**src/rtl/bles_pkg.sv**
```systemverilog
// shared types and constants for the brace list element splitter
package bles_pkg;

   localparam int BYTE_W        = 8;
   localparam int KIND_W        = 4;
   localparam int DEPTH_OUT_W   = 8;
   localparam int MAX_DEPTH_DEF = 255;

   localparam logic [BYTE_W-1:0] CH_NUL   = 8'h00;
   localparam logic [BYTE_W-1:0] CH_OPEN  = 8'h7B;
   localparam logic [BYTE_W-1:0] CH_CLOSE = 8'h7D;
   localparam logic [BYTE_W-1:0] CH_ESC   = 8'h5C;

   typedef enum logic [1:0] {
      MODE_SEARCH = 2'd0,
      MODE_INSIDE = 2'd1,
      MODE_ERROR  = 2'd2
   } mode_type;

   typedef enum logic [KIND_W-1:0] {
      KIND_SKIP     = 4'd0,
      KIND_OPEN     = 4'd1,
      KIND_CONTENT  = 4'd2,
      KIND_CLOSE    = 4'd3,
      KIND_STRAY    = 4'd4,
      KIND_UNCLOSED = 4'd5,
      KIND_END      = 4'd6,
      KIND_DEEP     = 4'd7,
      KIND_IGNORED  = 4'd8
   } kind_type;

   typedef struct packed {
      kind_type                 kind;
      logic [BYTE_W-1:0]        byte_out;
      logic [DEPTH_OUT_W-1:0]   nest_depth;
      logic                     element_flat;
   } rsp_type;

endpackage

```
**src/rtl/bles_if.sv**
```systemverilog
// valid/ready channel interfaces for the input byte and the result word
interface bles_req_if;
   import bles_pkg::*;
   logic              valid;
   logic              ready;
   logic [BYTE_W-1:0] byte_in;
   modport source (output valid, output byte_in, input ready);
   modport sink   (input valid, input byte_in, output ready);
endinterface

interface bles_rsp_if;
   import bles_pkg::*;
   logic                   valid;
   logic                   ready;
   logic [KIND_W-1:0]      kind;
   logic [BYTE_W-1:0]      byte_out;
   logic [DEPTH_OUT_W-1:0] nest_depth;
   logic                   element_flat;
   modport source (output valid, output kind, output byte_out, output nest_depth,
                   output element_flat, input ready);
   modport sink   (input valid, input kind, input byte_out, input nest_depth,
                   input element_flat, output ready);
endinterface

```
**src/rtl/brace_list_element_splitter.sv**
```systemverilog
// top level of the brace list element splitter: byte register, scanner, result register
// Splits a zero-terminated byte string into top-level {...} elements, one result word
// per input byte. A byte is taken into the input register, decoded against the scanner
// state in one pass of short logic, and its word moves on into the result register once
// that register is empty or its word is being taken; a new byte is taken every cycle
// while the result side keeps draining. The input side stalls only when both registers
// hold a word and the result side is not ready. The
// scanner state (mode, depth counter, escape flag, flat flag) updates as a byte moves from
// the input register to the result register, so consecutive bytes see each other's effect
// with no bubble. The depth counter is sized by MAX_DEPTH; nest_depth shows its low 8 bits.
// A zero byte always returns the scanner to its reset state.
module brace_list_element_splitter #(
   parameter int MAX_DEPTH = bles_pkg::MAX_DEPTH_DEF
) (
   input logic        clock,
   input logic        reset,
   bles_req_if.sink   req,
   bles_rsp_if.source rsp
);
   import bles_pkg::*;

   localparam int DEPTH_W = $clog2(MAX_DEPTH + 1);

   // input register
   logic              byte_valid_ff;
   logic [BYTE_W-1:0] byte_ff;

   // scanner state
   mode_type           mode_ff, mode_in;
   logic [DEPTH_W-1:0] depth_ff, depth_in;
   logic               esc_ff, esc_in;
   logic               flat_ff, flat_in;

   // result register
   logic    rsp_valid_ff;
   rsp_type rsp_ff, rsp_in;

   logic advance;    // input register moves into the result register
   logic take;       // byte accepted on the request side

   assign advance   = byte_valid_ff && (!rsp_valid_ff || rsp.ready);
   assign req.ready = !byte_valid_ff || advance;
   assign take      = req.valid && req.ready;

   bles_step #(
      .MAX_DEPTH (MAX_DEPTH),
      .DEPTH_W   (DEPTH_W)
   ) u_step (
      .byte_in  (byte_ff),
      .mode     (mode_ff),
      .depth    (depth_ff),
      .esc      (esc_ff),
      .flat     (flat_ff),
      .mode_in  (mode_in),
      .depth_in (depth_in),
      .esc_in   (esc_in),
      .flat_in  (flat_in),
      .rsp      (rsp_in)
   );

   // control and scanner state
   always_ff @(posedge clock) begin
      if (reset) begin
         byte_valid_ff <= 1'b0;
         rsp_valid_ff  <= 1'b0;
         mode_ff       <= MODE_SEARCH;
         depth_ff      <= '0;
         esc_ff        <= 1'b0;
         flat_ff       <= 1'b1;
      end else begin
         if (take) begin
            byte_valid_ff <= 1'b1;
         end else if (advance) begin
            byte_valid_ff <= 1'b0;
         end
         if (advance) begin
            rsp_valid_ff <= 1'b1;
            mode_ff      <= mode_in;
            depth_ff     <= depth_in;
            esc_ff       <= esc_in;
            flat_ff      <= flat_in;
         end else if (rsp.ready) begin
            rsp_valid_ff <= 1'b0;
         end
      end
   end

   // payload registers
   always_ff @(posedge clock) begin
      if (take) begin
         byte_ff <= req.byte_in;
      end
      if (advance) begin
         rsp_ff <= rsp_in;
      end
   end

   assign rsp.valid        = rsp_valid_ff;
   assign rsp.kind         = rsp_ff.kind;
   assign rsp.byte_out     = rsp_ff.byte_out;
   assign rsp.nest_depth   = rsp_ff.nest_depth;
   assign rsp.element_flat = rsp_ff.element_flat;

   // flat flag only ever rides on a close word
   a_flat_only_on_close: assert property (@(posedge clock) disable iff (reset)
      (rsp_valid_ff && rsp_ff.element_flat) |-> (rsp_ff.kind == KIND_CLOSE))
      else $error("element_flat set on a word that is not a close");

   // inside an element the depth counter is never zero
   a_inside_depth: assert property (@(posedge clock) disable iff (reset)
      (mode_ff == MODE_INSIDE) |-> (depth_ff != '0))
      else $error("inside an element with zero depth");

   // depth counter stays within the limit
   a_depth_limit: assert property (@(posedge clock) disable iff (reset)
      (depth_ff <= DEPTH_W'(MAX_DEPTH)))
      else $error("depth counter beyond MAX_DEPTH");

   // a terminator word reports depth zero and leaves the depth counter at zero and the escape flag clear
   a_term_resets: assert property (@(posedge clock) disable iff (reset)
      $rose(rsp_valid_ff) && (rsp_ff.kind == KIND_END || rsp_ff.kind == KIND_UNCLOSED)
      |-> (rsp_ff.nest_depth == '0) && (depth_ff == '0) && !esc_ff)
      else $error("terminator did not return the scanner to reset");

endmodule

```
**src/rtl/bles_step.sv**
```systemverilog
// per-byte scanner logic: next state and result word for one byte
module bles_step #(
   parameter int MAX_DEPTH = bles_pkg::MAX_DEPTH_DEF,
   parameter int DEPTH_W   = $clog2(MAX_DEPTH + 1)
) (
   input  logic [bles_pkg::BYTE_W-1:0] byte_in,
   input  bles_pkg::mode_type          mode,
   input  logic [DEPTH_W-1:0]          depth,
   input  logic                        esc,
   input  logic                        flat,
   output bles_pkg::mode_type          mode_in,
   output logic [DEPTH_W-1:0]          depth_in,
   output logic                        esc_in,
   output logic                        flat_in,
   output bles_pkg::rsp_type           rsp
);
   import bles_pkg::*;

   localparam int WIDE_W = (DEPTH_W > DEPTH_OUT_W) ? DEPTH_W : DEPTH_OUT_W;
   localparam logic [DEPTH_W-1:0] DEPTH_MAX = DEPTH_W'(MAX_DEPTH);
   localparam logic [DEPTH_W-1:0] DEPTH_ONE = DEPTH_W'(1);

   logic [DEPTH_W-1:0] depth_dec;
   logic [WIDE_W-1:0]  depth_wide;
   logic               is_nul;
   logic               is_open;
   logic               is_close;
   logic               is_esc;

   assign is_nul    = (byte_in == CH_NUL);
   assign is_open   = (byte_in == CH_OPEN);
   assign is_close  = (byte_in == CH_CLOSE);
   assign is_esc    = (byte_in == CH_ESC);
   assign depth_dec = (depth != '0) ? depth - DEPTH_ONE : depth;

   // next state
   always_comb begin
      mode_in  = mode;
      depth_in = depth;
      esc_in   = esc;
      flat_in  = flat;
      if (is_nul) begin
         mode_in  = MODE_SEARCH;
         depth_in = '0;
         esc_in   = 1'b0;
         flat_in  = 1'b1;
      end else begin
         case (mode)
            MODE_SEARCH: begin
               if (esc) begin
                  esc_in = 1'b0;
               end else if (is_esc) begin
                  esc_in = 1'b1;
               end else if (is_open) begin
                  mode_in  = MODE_INSIDE;
                  depth_in = DEPTH_ONE;
                  flat_in  = 1'b1;
               end else if (is_close) begin
                  mode_in = MODE_ERROR;
               end
            end
            MODE_INSIDE: begin
               if (esc) begin
                  esc_in = 1'b0;
               end else if (is_esc) begin
                  esc_in = 1'b1;
               end else if (is_open) begin
                  if (depth >= DEPTH_MAX) begin
                     mode_in = MODE_ERROR;
                  end else begin
                     depth_in = depth + DEPTH_ONE;
                     flat_in  = 1'b0;
                  end
               end else if (is_close) begin
                  depth_in = depth_dec;
                  if (depth_dec == '0) begin
                     mode_in = MODE_SEARCH;
                     esc_in  = 1'b0;
                     flat_in = 1'b1;
                  end
               end
            end
            default: ;
         endcase
      end
   end

   assign depth_wide = WIDE_W'(depth_in);

   // result word
   always_comb begin
      rsp.kind         = KIND_IGNORED;
      rsp.byte_out     = byte_in;
      rsp.nest_depth   = depth_wide[DEPTH_OUT_W-1:0];
      rsp.element_flat = 1'b0;
      if (is_nul) begin
         rsp.kind = (mode == MODE_INSIDE) ? KIND_UNCLOSED : KIND_END;
      end else begin
         case (mode)
            MODE_SEARCH: begin
               rsp.kind = KIND_SKIP;
               if (!esc && !is_esc) begin
                  if (is_open) begin
                     rsp.kind = KIND_OPEN;
                  end else if (is_close) begin
                     rsp.kind = KIND_STRAY;
                  end
               end
            end
            MODE_INSIDE: begin
               rsp.kind = KIND_CONTENT;
               if (!esc && !is_esc) begin
                  if (is_open && depth >= DEPTH_MAX) begin
                     rsp.kind = KIND_DEEP;
                  end else if (is_close && depth_dec == '0) begin
                     rsp.kind         = KIND_CLOSE;
                     rsp.element_flat = flat;
                  end
               end
            end
            default: rsp.kind = KIND_IGNORED;
         endcase
      end
   end

endmodule
```
**src/flat_wrapper.sv**
```systemverilog
// flat-port wrapper written by rule: the top's interface ports become plain ports
module brace_list_element_splitter_flat import bles_pkg::*;
#(
   parameter int MAX_DEPTH = bles_pkg::MAX_DEPTH_DEF
)
  (clock, reset, req_valid, req_byte_in, req_ready, rsp_valid, rsp_kind, rsp_byte_out, rsp_nest_depth, rsp_element_flat, rsp_ready);
  bles_req_if req_i ();
  bles_rsp_if rsp_i ();
  input logic clock;
  input logic reset;
  input wire logic [$bits(req_i.valid)-1:0] req_valid;
  input wire logic [$bits(req_i.byte_in)-1:0] req_byte_in;
  output wire logic [$bits(req_i.ready)-1:0] req_ready;
  output wire logic [$bits(rsp_i.valid)-1:0] rsp_valid;
  output wire logic [$bits(rsp_i.kind)-1:0] rsp_kind;
  output wire logic [$bits(rsp_i.byte_out)-1:0] rsp_byte_out;
  output wire logic [$bits(rsp_i.nest_depth)-1:0] rsp_nest_depth;
  output wire logic [$bits(rsp_i.element_flat)-1:0] rsp_element_flat;
  input wire logic [$bits(rsp_i.ready)-1:0] rsp_ready;
  assign req_i.valid = req_valid;
  assign req_i.byte_in = req_byte_in;
  assign req_ready = req_i.ready;
  assign rsp_valid = rsp_i.valid;
  assign rsp_kind = rsp_i.kind;
  assign rsp_byte_out = rsp_i.byte_out;
  assign rsp_nest_depth = rsp_i.nest_depth;
  assign rsp_element_flat = rsp_i.element_flat;
  assign rsp_i.ready = rsp_ready;
  brace_list_element_splitter #(.MAX_DEPTH(MAX_DEPTH)) u_core (.clock(clock), .reset(reset), .req(req_i), .rsp(rsp_i));
endmodule
```
**config.mk**
```make
export PLATFORM = sky130hd
export DESIGN_NAME = brace_list_element_splitter_flat
export DESIGN_NICKNAME = d
export VERILOG_FILES = /design/src/rtl/bles_pkg.sv /design/src/rtl/bles_if.sv /design/src/rtl/brace_list_element_splitter.sv /design/src/rtl/bles_step.sv /design/src/flat_wrapper.sv
export SDC_FILE = /design/constraint.sdc
export NUM_CORES = 1
export LEC_CHECK = 0
export BUFFER_PORTS_ARGS = -buffer_cell sky130_fd_sc_hd__buf_2
export CAP_MARGIN = 20
export CORE_MARGIN = 4
export CORE_UTILIZATION = 52
export DETAILED_ROUTE_END_ITERATION = 7
export GPL_TIMING_DRIVEN = 0
export PLACE_DENSITY = 0.76
export SYNTH_ARGS = -nofsm -noshare
export SYNTH_HDL_FRONTEND = slang
export SYNTH_HIERARCHICAL = 1
export SYNTH_SLANG_ARGS = --single-unit
```
**constraint.sdc**
```tcl
create_clock -name clock -period 2.15 [get_ports clock]
set_input_delay 0.3225 -clock clock [delete_from_list [all_inputs] [get_ports clock]]
set_output_delay 0.3225 -clock clock [all_outputs]
set_load 0.005 [all_outputs]
```
======== Word-level counts from Yosys, hierarchy flattened ========
Cells that the tools add are included.
storage, ports and cells
  output and inout port bits .............. 23
  register bits after elaboration ......... 43
cells by class
  add/sub/neg operators ................... 2
  bitwise logic cells ..................... 3
  multiplexer cells ....................... 51
  reduce and logical (&&, ||, !) cells .... 24
  magnitude comparators ................... 1
  equal/unequal tests ..................... 14
operators with widths
  cell                                                                number
  8-bit two-way mux                                                   10
  8-bit by 7-bit == test with 1-bit output, second input constant     3
  2-bit two-way mux                                                   12
  4-bit != test, second input constant                                5
  10-bit AND reduction                                                2
  1-bit two-way mux                                                   19
  8-bit logical NOT                                                   2
  8-bit case mux with 2 select lines                                  1
  3-bit two-way mux                                                   5
  3-bit != test, second input constant                                5
  8-bit by 1-bit adder with 8-bit output, second input constant       1
  8-bit greater-or-equal comparator, second input constant            1
  4-bit case mux with 2 select lines                                  1
  8-bit nonzero test                                                  1
  8-bit by 1-bit subtractor with 8-bit output, second input constant  1
  2-bit nonzero test                                                  3
  1-bit logical AND                                                   5
  5-bit OR reduction                                                  1
  1-bit logical NOT                                                   4
  4-bit two-way mux                                                   1
  2-bit case mux with 2 select lines                                  1
  1-bit inverter                                                      3
  3-bit nonzero test                                                  1
  2-bit by 1-bit == test with 1-bit output, second input constant     1
  5 further kinds                                                     6

======== Longest topological paths before layout ========
Gate-level depths: netlist of the first run.
  depth after elaboration ................. 10
  gate-level depth with buffers ........... 11
  gate-level depth less buffers ........... 10

======== By module ========
The synthesis of the first run kept the hierarchy.
by module, submodules not included
  module                       seq. area each (µm²)  instances  cells each  area an instance (µm²)
  brace_list_element_splitter  1151.1                1          91          1502.7
  bles_step                    0.0                   1          174         1122.3

======== Least setup slack after synthesis of the first run ========
No wires, ideal clock.
  path kind ............................... flip-flop to flip-flop
  start point ............................. register u_core.depth_ff[1]
  end point ............................... register u_core.mode_ff[0]
  period minus slack after synthesis ...... 2364 ps
  stages on the path, launching flop included .. 12
  slack ................................... -214 ps
  library setup time ...................... 121 ps
  path buffers ............................ 1
  arrival time ............................ 2243 ps
  cell sequence ........................... dfxtp_1 > inv_1 > ha_1 > nor3b_1 > and2_1 > buf_6 > xnor2_2 > or4b_1 > nor4b_2 > a211oi_1 > nand2b_1 > mux2i_1
between the ends
  word-level cells in the longest chain between the ends .. 5
  elaborated cells on any way between the ends .. 8
  those cells by class .................... add/sub (1); order compare (1); eq/ne (2); mux (1); reduce/logical (3)
ends and longest elaborated chain
  what                                                                               line                               source
  from (decl)                                                                        brace_list_element_splitter.sv:30  logic [DEPTH_W-1:0] depth_ff, depth_in;
  from (signal assigned)                                                             brace_list_element_splitter.sv:79  depth_ff <= depth_in;
  8-bit by 1-bit subtractor with 8-bit output or 8-bit nonzero test (tied branches)  bles_step.sv:34                    assign depth_dec = (depth != '0) ? depth - DEPTH_ONE : depth;
  8-bit two-way mux                                                                  bles_step.sv:34
  8-bit logical NOT                                                                  bles_step.sv:76                    if (depth_dec == '0) begin
  4-bit != test (no line)                                                            n/a
  10-bit AND reduction (no line) (*)                                                 n/a
  to (signal assigned)                                                               brace_list_element_splitter.sv:78  mode_ff <= mode_in;
  to (decl)                                                                          brace_list_element_splitter.sv:29  mode_type mode_ff, mode_in;
Mark *: on every way between the ends. The rest lies on a longest branch, timed or not.
A chain may end at the register's enable or synchronous reset.

======== Worst setup path in the final report of the first run ========
Same ends and word-level chain as after synthesis.

==> impl_metrics.ini, run 1 <==
[synthesis]
ys_seq_area_share_pct = 43.9
synth_edf_count = 29
synthesis.area_mm2 = 0.00263
synth_seq_cells = 43
synth_cell_type_count = 65
synthCells = 265
synth_ff_type = edfxtp_1
synth_area_leaders = edfxtp_1 (33%), dfxtp_1 (11%), nand2b_1 (5.5%), buf_4 (5.4%), mux2i_1 (4.6%)
yosys_warnings = 6
yosys.area.top_type = edfxtp_1
yosysTopAreaCellShare_pct = 33.2
async_flop_share_pct = 0
syn_avg_cell_area_um2 = 9.91
postSynthNetCount = 280

[critical_path]
critical_path_class = reg2reg
startpoint_type = flip-flop
slowest_delay_ps = 490
required_ps = 2340
critical_path_arrival_ps = 2410
end_kind = flip-flop
cp_max_fo = 4
crit_chain = inv_6, ha_4, nor3b_4, and2_4, xnor2_4, or4b_4, nor4b_4, a211oi_2, nand2b_1, mux2i_1
cp_slowest_cell = or4b_4

[detailed_routing]
vias = 2335
wl_um = 7110
viasPerCell = 5.85
firstDrtPassIters = 5
ant_nets = 0
post_drt_wl_per_cell_um = 17.8
dr.first_iter.drc_count = 190
drc = 0

[floorplanning]
pin_count = 35
die_area_mm2 = 0.00625
die_w_um = 79.1
fp.dieH_um = 79.1
core-area_mm2 = 0.00482
start_util_pct = 54.5
row_count = 25

[clocking]
cts.clk_slew.worst_paths_ps = 90
cts_tree = built
cts_root_buffer = clkbuf_8
cts-buffers-inserted = 5
hold_buffers = 0
cts_num_sinks = 43
clockBufferDepth = 2
clock_latency_ps = 300
cts-htree-levels = 2

[global_routing]
grt_max_degree = 31
grtUsageTotal_pct = 22.2
grt-ovfl-total = 0
grt_pass1_wl_um = 10800
grt_pass1_vias = 2140
antenna_found_initial = 0

[power_and_ir_drop]
leakage_nw = 1.38
comb_power_share_pct = 7.2
intPower_mw = 1.32
power.net_switching_mw = 0.380
power.share.sequential_pct = 54.1
clock_power_share_pct = 38.6
p_sw_share_pct = 22.3
power_density_mw_per_mm2 = 479
ir_worst_vdd_mv = 0.386

[sta]
finalCriticalPeriod_ps = 2220
setup_viol = 3
max_freq_mhz = 451
hold_viol = 0
maxSlewViolCount = 0
hold_ws_ps = 191
relSlewSlack_pct = 50.5
tns_ps = -98.8
skew_ps = 8.27
worst_slew_pin_slew_ps = 743
rsz0062_at_grt = true
fin_ws_ps = -65.3
period_share_pct = 103

[status]
status = finished with violations
violations = setup timing

[cells_and_area]
area_growth_pct = 35.3
drive_above_1_share_pct = 47.3
nNetsFinal = 346
final_cells = 399
diodes = 0

[place]
placed_cells = 366
gp_congestion = 0.878
place.detailed.hpwl_um = 4290
port_buffers = 34

[hold_path]
hp-class = in2reg

[job]
drv_cap = 0
[cells in the mapped netlist (2+ instances only)]
library cell,n
nor2b_1,4
and3_1,4
buf_4,19
inv_2,2
a2111oi_1,2
nand2_1,19
o22ai_1,2
or2_1,2
buf_6,3
nor3_1,7
nor4_1,3
clkbuf_1,5
edfxtp_1,29
xnor2_1,2
buf_2,4
nor2_2,3
o31ai_1,2
o21ai_1,3
nand2b_1,23
and2_1,3
mux2i_1,12
nand3_1,7
nor2_1,17
a21oi_1,16
inv_1,5
xor2_1,3
o21ai_0,6
ha_1,3
a31oi_1,3
a211oi_1,4
dfxtp_1,14
[registers in the layout, indices dropped and copies added, names as in the netlist]
| name | flops |
|---|---|
| u_core/esc_ff | 1 |
| u_core/rsp.element_flat | 1 |
| u_core/depth_ff | 8 |
| u_core/byte_valid_ff | 1 |
| u_core/rsp.byte_out | 8 |
| u_core/rsp.valid | 1 |
| u_core/byte_ff | 8 |
| u_core/flat_ff | 1 |
| u_core/rsp.kind | 4 |
| u_core/rsp.nest_depth | 8 |
| u_core/mode_ff | 2 |
[cell type report]
class / count / area (um2)
Clock buffer: 5 / 68.8
Multi-Input combinational cell: 183 / 1540
Timing Repair Buffer: 62 / 384
Clock inverter: 3 / 46.3
Fill cell: 358 / 1270
Buffer: 29 / 233
Inverter: 7 / 36.3
Sequential cell: 43 / 1160
Tap cell: 67 / 83.8
[cells by family (layout without fill, tap and decap cells)]
family                     Yosys count  after routing  share of synthesized area [%]
AOI/OAI and AO/OA                   54             54                           14.1
buffers and inverters               39            106                           9.96
DFF                                 43             43                           43.9
and+or+nand+nor                    107            107                           23.4
muxes                               13             13                           5.00
xor gates and xnor gates             6              6                           2.29
adders and majority gates            3              3                           1.43
[power groups by stage]
| stage | sequential [mW] | clock [mW] | combinational [mW] |
|---|---|---|---|
| final | 0.921 | 0.657 | 0.123 |
| after global routing | 0.924 | 0.710 | 0.133 |
| after CTS | 0.920 | 0.669 | 0.110 |
| after detailed placement | 0.940 | 0 | 0.108 |
| after global placement | 0.939 | 0 | 0.106 |
| after floorplan | 0.940 | 0 | 0.0633 |
[path summary, 6_finish.rpt]
kind                      startpoint           endpoint  slack (ps)  depth (start not counted)
setup / recovery  u_core/depth_ff[1]  u_core/mode_ff[0]         -70                         10
hold / removal        req_byte_in[0]  u_core/byte_ff[0]         190                          1
setup reg to reg  u_core/depth_ff[1]  u_core/mode_ff[0]         -70                         10
hold reg to reg    u_core/mode_ff[1]  u_core/mode_ff[1]         480                          2
[worst max-delay path, delay by kind of cell (launching register included)]
family / cells / cell delay (ps)
xor gates and xnor gates: 1 / 130
muxes: 1 / 60
buffers and inverters: 1 / 70
DFF: 1 / 370
and+or+nand+nor: 5 / 1260
adders and majority gates: 1 / 140
AOI/OAI and AO/OA: 1 / 70
[layout by cell type, fill, tap and decap left out, drive strengths merged, types with 2 or more instances in the layout]
master,instances
nor4,4
edfxtp,29
xnor2,3
buf,87
nor2b,6
o31ai,2
nand2b,24
and2,3
a2111oi,3
o22ai,2
ha,3
or2,2
o41ai,2
and3,4
nand3,7
a21oi,16
a31oi,3
xor2,3
o21ai,9
clkbuf,9
nand2,19
nor3,8
inv,8
dfxtp,14
mux2i,12
nor2,20
a211oi,4
[layer usage]
metal | up-vias | share of wire [%] | track usage (%) | routed length (um)
met3 | 28 | 5.9 | 3.74 | 417
met2 | 118 | 49 | 37.2 | 3470
met5 | - | 0 | 0 | 0
met4 | 0 | 2.8 | 7.22 | 199
met1 | 1106 | 42 | 29.1 | 3020
li1 | 1083 | - | - | -
[metrics by stage]
step                utilization (%)  setup WS, ps  power [mW]  cell area, um2
finish                         73.7         -65.3        1.70            3550
global route                   73.7          -127        1.77            3550
CTS                            67.7          -148        1.70            3260
detailed placement             60.2          -340        1.05            2900
global placement               60.2          -377        1.04            2900
floorplan                         -         -14.8        1.00            2650
[timing repair]
| item | 4_1_cts | 5_1_grt |
|---|---|---|
| pin swaps | 8 | 18 |
| setup endpoints to repair | 21 | 21 |
| gates resized for setup | 30 | 41 |
| endpoints found under the hold margin | 0 | 0 |
| buffers inserted | 13 | 15 |
Note: power is estimated with default switching activity, not from simulation.
==> run 2: changes to the inputs <==
MAX_ROUTING_LAYER = met4   (was unset)
==> impl_metrics.ini, run 2 (synthesis results as in run 1) <==
[global_routing]
grt-ovfl-total = 0
grt_pass1_wl_um = 10800
antenna_found_initial = 0
grt_pass1_vias = 2215
grtUsageTotal_pct = 22.8
grt_max_degree = 31

[power_and_ir_drop]
power_density_mw_per_mm2 = 488
ir_worst_vdd_mv = 0.346
leakage_nw = 1.36

[sta]
rsz0062_at_grt = true
maxSlewViolCount = 0
fin_ws_ps = -187
period_share_pct = 109
hold_ws_ps = 197
hold_viol = 0
relSlewSlack_pct = 50.9
worst_slew_pin_slew_ps = 736
finalCriticalPeriod_ps = 2340
setup_viol = 5
skew_ps = 13.7
tns_ps = -292
max_freq_mhz = 428

[detailed_routing]
dr.first_iter.drc_count = 196
wl_met1_um = 2970
viasPerCell = 5.73
met2WireLength_um = 3390
highest_layer = met4
post_drt_wl_per_cell_um = 17.4
wl_met3_um = 402
wl_um = 6880
drc = 0
ant_nets = 0
firstDrtPassIters = 7
vias = 2271

[clocking]
clockBufferDepth = 2
cts-buffers-inserted = 5
cts_tree = built
hold_buffers = 0
cts_root_buffer = clkbuf_8
cts_num_sinks = 43
cts.clk_slew.worst_paths_ps = 100
cts-htree-levels = 2
clock_latency_ps = 300

[floorplanning]
core-area_mm2 = 0.00482
die_w_um = 79.1
pin_count = 35
die_area_mm2 = 0.00625
row_count = 25
start_util_pct = 54.5
fp.dieH_um = 79.1

[cells_and_area]
area_growth_pct = 32.3
drive_above_1_share_pct = 45.0
final_cell_mix = buf_4 (39), buf_2 (34), edfxtp_1 (29), nand2b_1 (23), nand2_1 (18)
nNetsFinal = 343
n_fill_cell = 373
multi_input_area_mm2 = 0.00147
diodes = 0
seqCellArea_mm2 = 0.00116
layout_commonest_cell = buf_4
fin_util_pct = 72.1

[status]
violations = setup timing
status = finished with violations

[place]
port_buffers = 34
gp_congestion = 0.909
place.detailed.hpwl_um = 4340

[critical_path]
reg2reg_depth = 11
r2r_slack_ps = -190
critical_path_class = reg2reg
reg2reg_to = u_core/mode_ff[0]
critical_path_arrival_ps = 2530
startpoint_type = flip-flop
required_ps = 2340
cp_max_fo = 5
r2r-start = u_core/depth_ff[0]
end_kind = flip-flop

[hold_path]
hold-path-cell-count = 1
min_to = u_core/byte_ff[5]
hold_start = req_byte_in[5]
hp-class = in2reg

[job]
drv_cap = 0
[run 2: cell type report]
class,count,share of cell area (%)
clock buffer,5,1.98
clock inverter,3,1.33
tap,67,2.41
timing repair buffer,58,10.5
multi-input combinational,183,42.4
buffer,30,6.88
inverter,7,1.04
sequential,43,33.4
[run 2: what timing repair did]
| action | CTS | global route |
|---|---|---|
| endpoints found under the hold margin | 0 | 0 |
| setup endpoints to repair | 18 | 22 |
| resized for setup | 29 | 35 |
| pin swaps | 12 | 18 |
| buffers inserted | 14 | 10 |
[run 2: critical path: stages (launching register included)]
cell and delay, ps:
dfxtp_4 370, buf_4 150, buf_4 150, nor3_4 190, nand2_1 100, xor2_1 290, a32oi_2 220, buf_4 190
nor4b_4 300, a211oi_2 90, nand2b_1 110, mux2i_1 70
[run 2: report_power, final]
group | switching (mW) | leakage, nW | internal [mW]
Sequential | 0.0133 | 0.394 | 0.908
Combinational | 0.0589 | 0.913 | 0.0585
Clock | 0.307 | 0.0548 | 0.351
[run 2: worst max path at each step]
stage / startpoint / to
finish: u_core/depth_ff[0] / u_core/mode_ff[0]
global route: u_core/depth_ff[0] / u_core/mode_ff[0]
floorplan: u_core/depth_ff[0] / u_core/mode_ff[0]
CTS: u_core/depth_ff[0] / u_core/mode_ff[0]
global placement: u_core/byte_ff[2] / u_core/rsp.nest_depth[2]
detailed placement: u_core/byte_ff[2] / u_core/rsp.nest_depth[2]
[run 2: layer usage]
layer	track usage [%]	up-vias
met3	5.33	17
met5	-	-
li1	-	1069
met2	36.4	100
met4	6.36	0
met1	29.0	1085
[run 2: per-stage QoR]
stage                     power, mW  worst slack [ps]  std cells  area (um2)
final                          1.70              -187        396        3470
after floorplan                1.00             -14.8        265        2650
after global placement         1.05              -355        366        2900
after global routing           1.76              -270        396        3470
after detailed placement       1.05              -366        366        2900
after CTS                      1.70              -117        387        3270
==> run 3: changes to the inputs <==
RECOVER_POWER = 50   (was unset)
==> impl_metrics.ini, run 3 (synthesis results as in run 1) <==
[detailed_routing]
ant_nets = 0
firstDrtPassIters = 5
vias = 2272
drc = 0
dr.first_iter.drc_count = 190
viasPerCell = 5.74
wl_um = 6910
post_drt_wl_per_cell_um = 17.4

[floorplanning]
core-area_mm2 = 0.00482
pin_count = 35
fp.dieH_um = 79.1
row_count = 25
die_w_um = 79.1
start_util_pct = 54.5
die_area_mm2 = 0.00625

[power_and_ir_drop]
leakage_nw = 1.34
power_density_mw_per_mm2 = 488
ir_worst_vdd_mv = 0.338

[clocking]
cts_tree = built
cts_root_buffer = clkbuf_8
cts-htree-levels = 2
cts_num_sinks = 43
clock_latency_ps = 300
cts-buffers-inserted = 5
clockBufferDepth = 2
cts.clk_slew.worst_paths_ps = 100
hold_buffers = 0

[place]
gp_congestion = 0.909
placed_cells = 366
post-place-ws_ps = -366
place.detailed.hpwl_um = 4340
port_buffers = 34

[critical_path]
r2r_slack_ps = -200
reg2reg_to = u_core/mode_ff[0]
cp-startpoint = u_core/depth_ff[0]
endpoint = u_core/mode_ff[0]
reg2reg_depth = 11
end_kind = flip-flop
r2r-start = u_core/depth_ff[0]
required_ps = 2340
startpoint_type = flip-flop
cp_max_fo = 5
critical_path_arrival_ps = 2540
critical_path_class = reg2reg

[sta]
max_freq_mhz = 426
maxSlewViolCount = 0
worst_slew_pin_slew_ps = 735
relSlewSlack_pct = 51.0
rsz0062_at_grt = true
finalCriticalPeriod_ps = 2350
hold_viol = 0
skew_ps = 11.0
period_share_pct = 109
hold_ws_ps = 197
setup_viol = 4
tns_ps = -290
fin_ws_ps = -199

[global_routing]
grt_max_degree = 31
grt_pass1_wl_um = 10800
grtUsageTotal_pct = 22.8
grt_pass1_vias = 2215
antenna_found_initial = 0
grt-ovfl-total = 0

[cells_and_area]
area_growth_pct = 31.9
layout_commonest_cell = buf_4
drive_above_1_share_pct = 42.2
final_cell_mix = buf_4 (33), edfxtp_1 (29), buf_2 (25), nand2b_1 (23), nand2_1 (18)
diodes = 0
nNetsFinal = 343
final_cells = 396

[hold_path]
hp-class = in2reg

[status]
violations = setup timing
status = finished with violations

[job]
drv_cap = 0
==> run 3: worst min path at each step <==
| stage | cells past startpoint | endpoint | from | slack [ps] |
|---|---|---|---|---|
| final | 1 | u_core/byte_ff[5] | req_byte_in[5] | 200 |
| after global routing | 1 | u_core/byte_ff[0] | req_byte_in[0] | 180 |
| after CTS | 1 | u_core/byte_ff[7] | req_byte_in[7] | 190 |
| after detailed placement | 2 | u_core/depth_ff[4] | u_core/depth_ff[4] | 470 |
| after global placement | 2 | u_core/esc_ff | u_core/esc_ff | 460 |
| after floorplan | 0 | u_core/byte_ff[0] | req_byte_in[0] | 420 |
==> run 3: per-stage QoR <==
| step | power, mW | util, % | cell area, um2 |
|---|---|---|---|
| final | 1.69 | 71.9 | 3460 |
| after global routing | 1.76 | 71.9 | 3460 |
| after CTS | 1.70 | 67.8 | 3270 |
| after detailed placement | 1.05 | 60.2 | 2900 |
| after global placement | 1.05 | 60.2 | 2900 |
| after floorplan | 1.00 | - | 2650 |
==> run 3: repair_timing <==
action | CTS | global route
resized for setup | 29 | 35
endpoints found under the setup margin | 18 | 22
endpoints found under the hold margin | 0 | 0
pin swaps | 12 | 18
setup buffers | 14 | 10
cloned | 0 | 0
==> run 3: metal layers <==
layer,part of all wire [%],GRT usage (%),vias to the layer above
met1,44,29.0,1081
met2,48,36.4,108
met4,1.9,6.36,0
met5,0,-,-
met3,6.1,5.33,19
li1,-,-,1064
==> run 3: layout make-up <==
type | instances | area (um2)
multi-input cells | 183 | 1470
fillers | 378 | 1360
flip-flops and latches | 43 | 1160
repair buffers | 58 | 354
plain buffers | 30 | 239
well taps | 67 | 83.8
clock buffers | 5 | 68.8
clock inverters | 3 | 46.3
inverters | 7 | 36.3
==> run 3: where the power goes <==
part / switching (mW) / internal [mW] / total (mW) / leakage, nW
Combinational: 0.0591 / 0.0562 / 0.115 / 0.886
Clock: 0.303 / 0.350 / 0.654 / 0.0548
Sequential: 0.0134 / 0.908 / 0.921 / 0.394
==> run 3: worst max-delay path: stages, from the launching register on <==
cell and delay (ps):
dfxtp_4 370, buf_4 150, buf_4 150, nor3_4 200, nand2_1 100, xor2_1 290
a32oi_2 220, buf_4 190, nor4b_4 310, a211oi_2 90, nand2b_1 110, mux2i_1 70
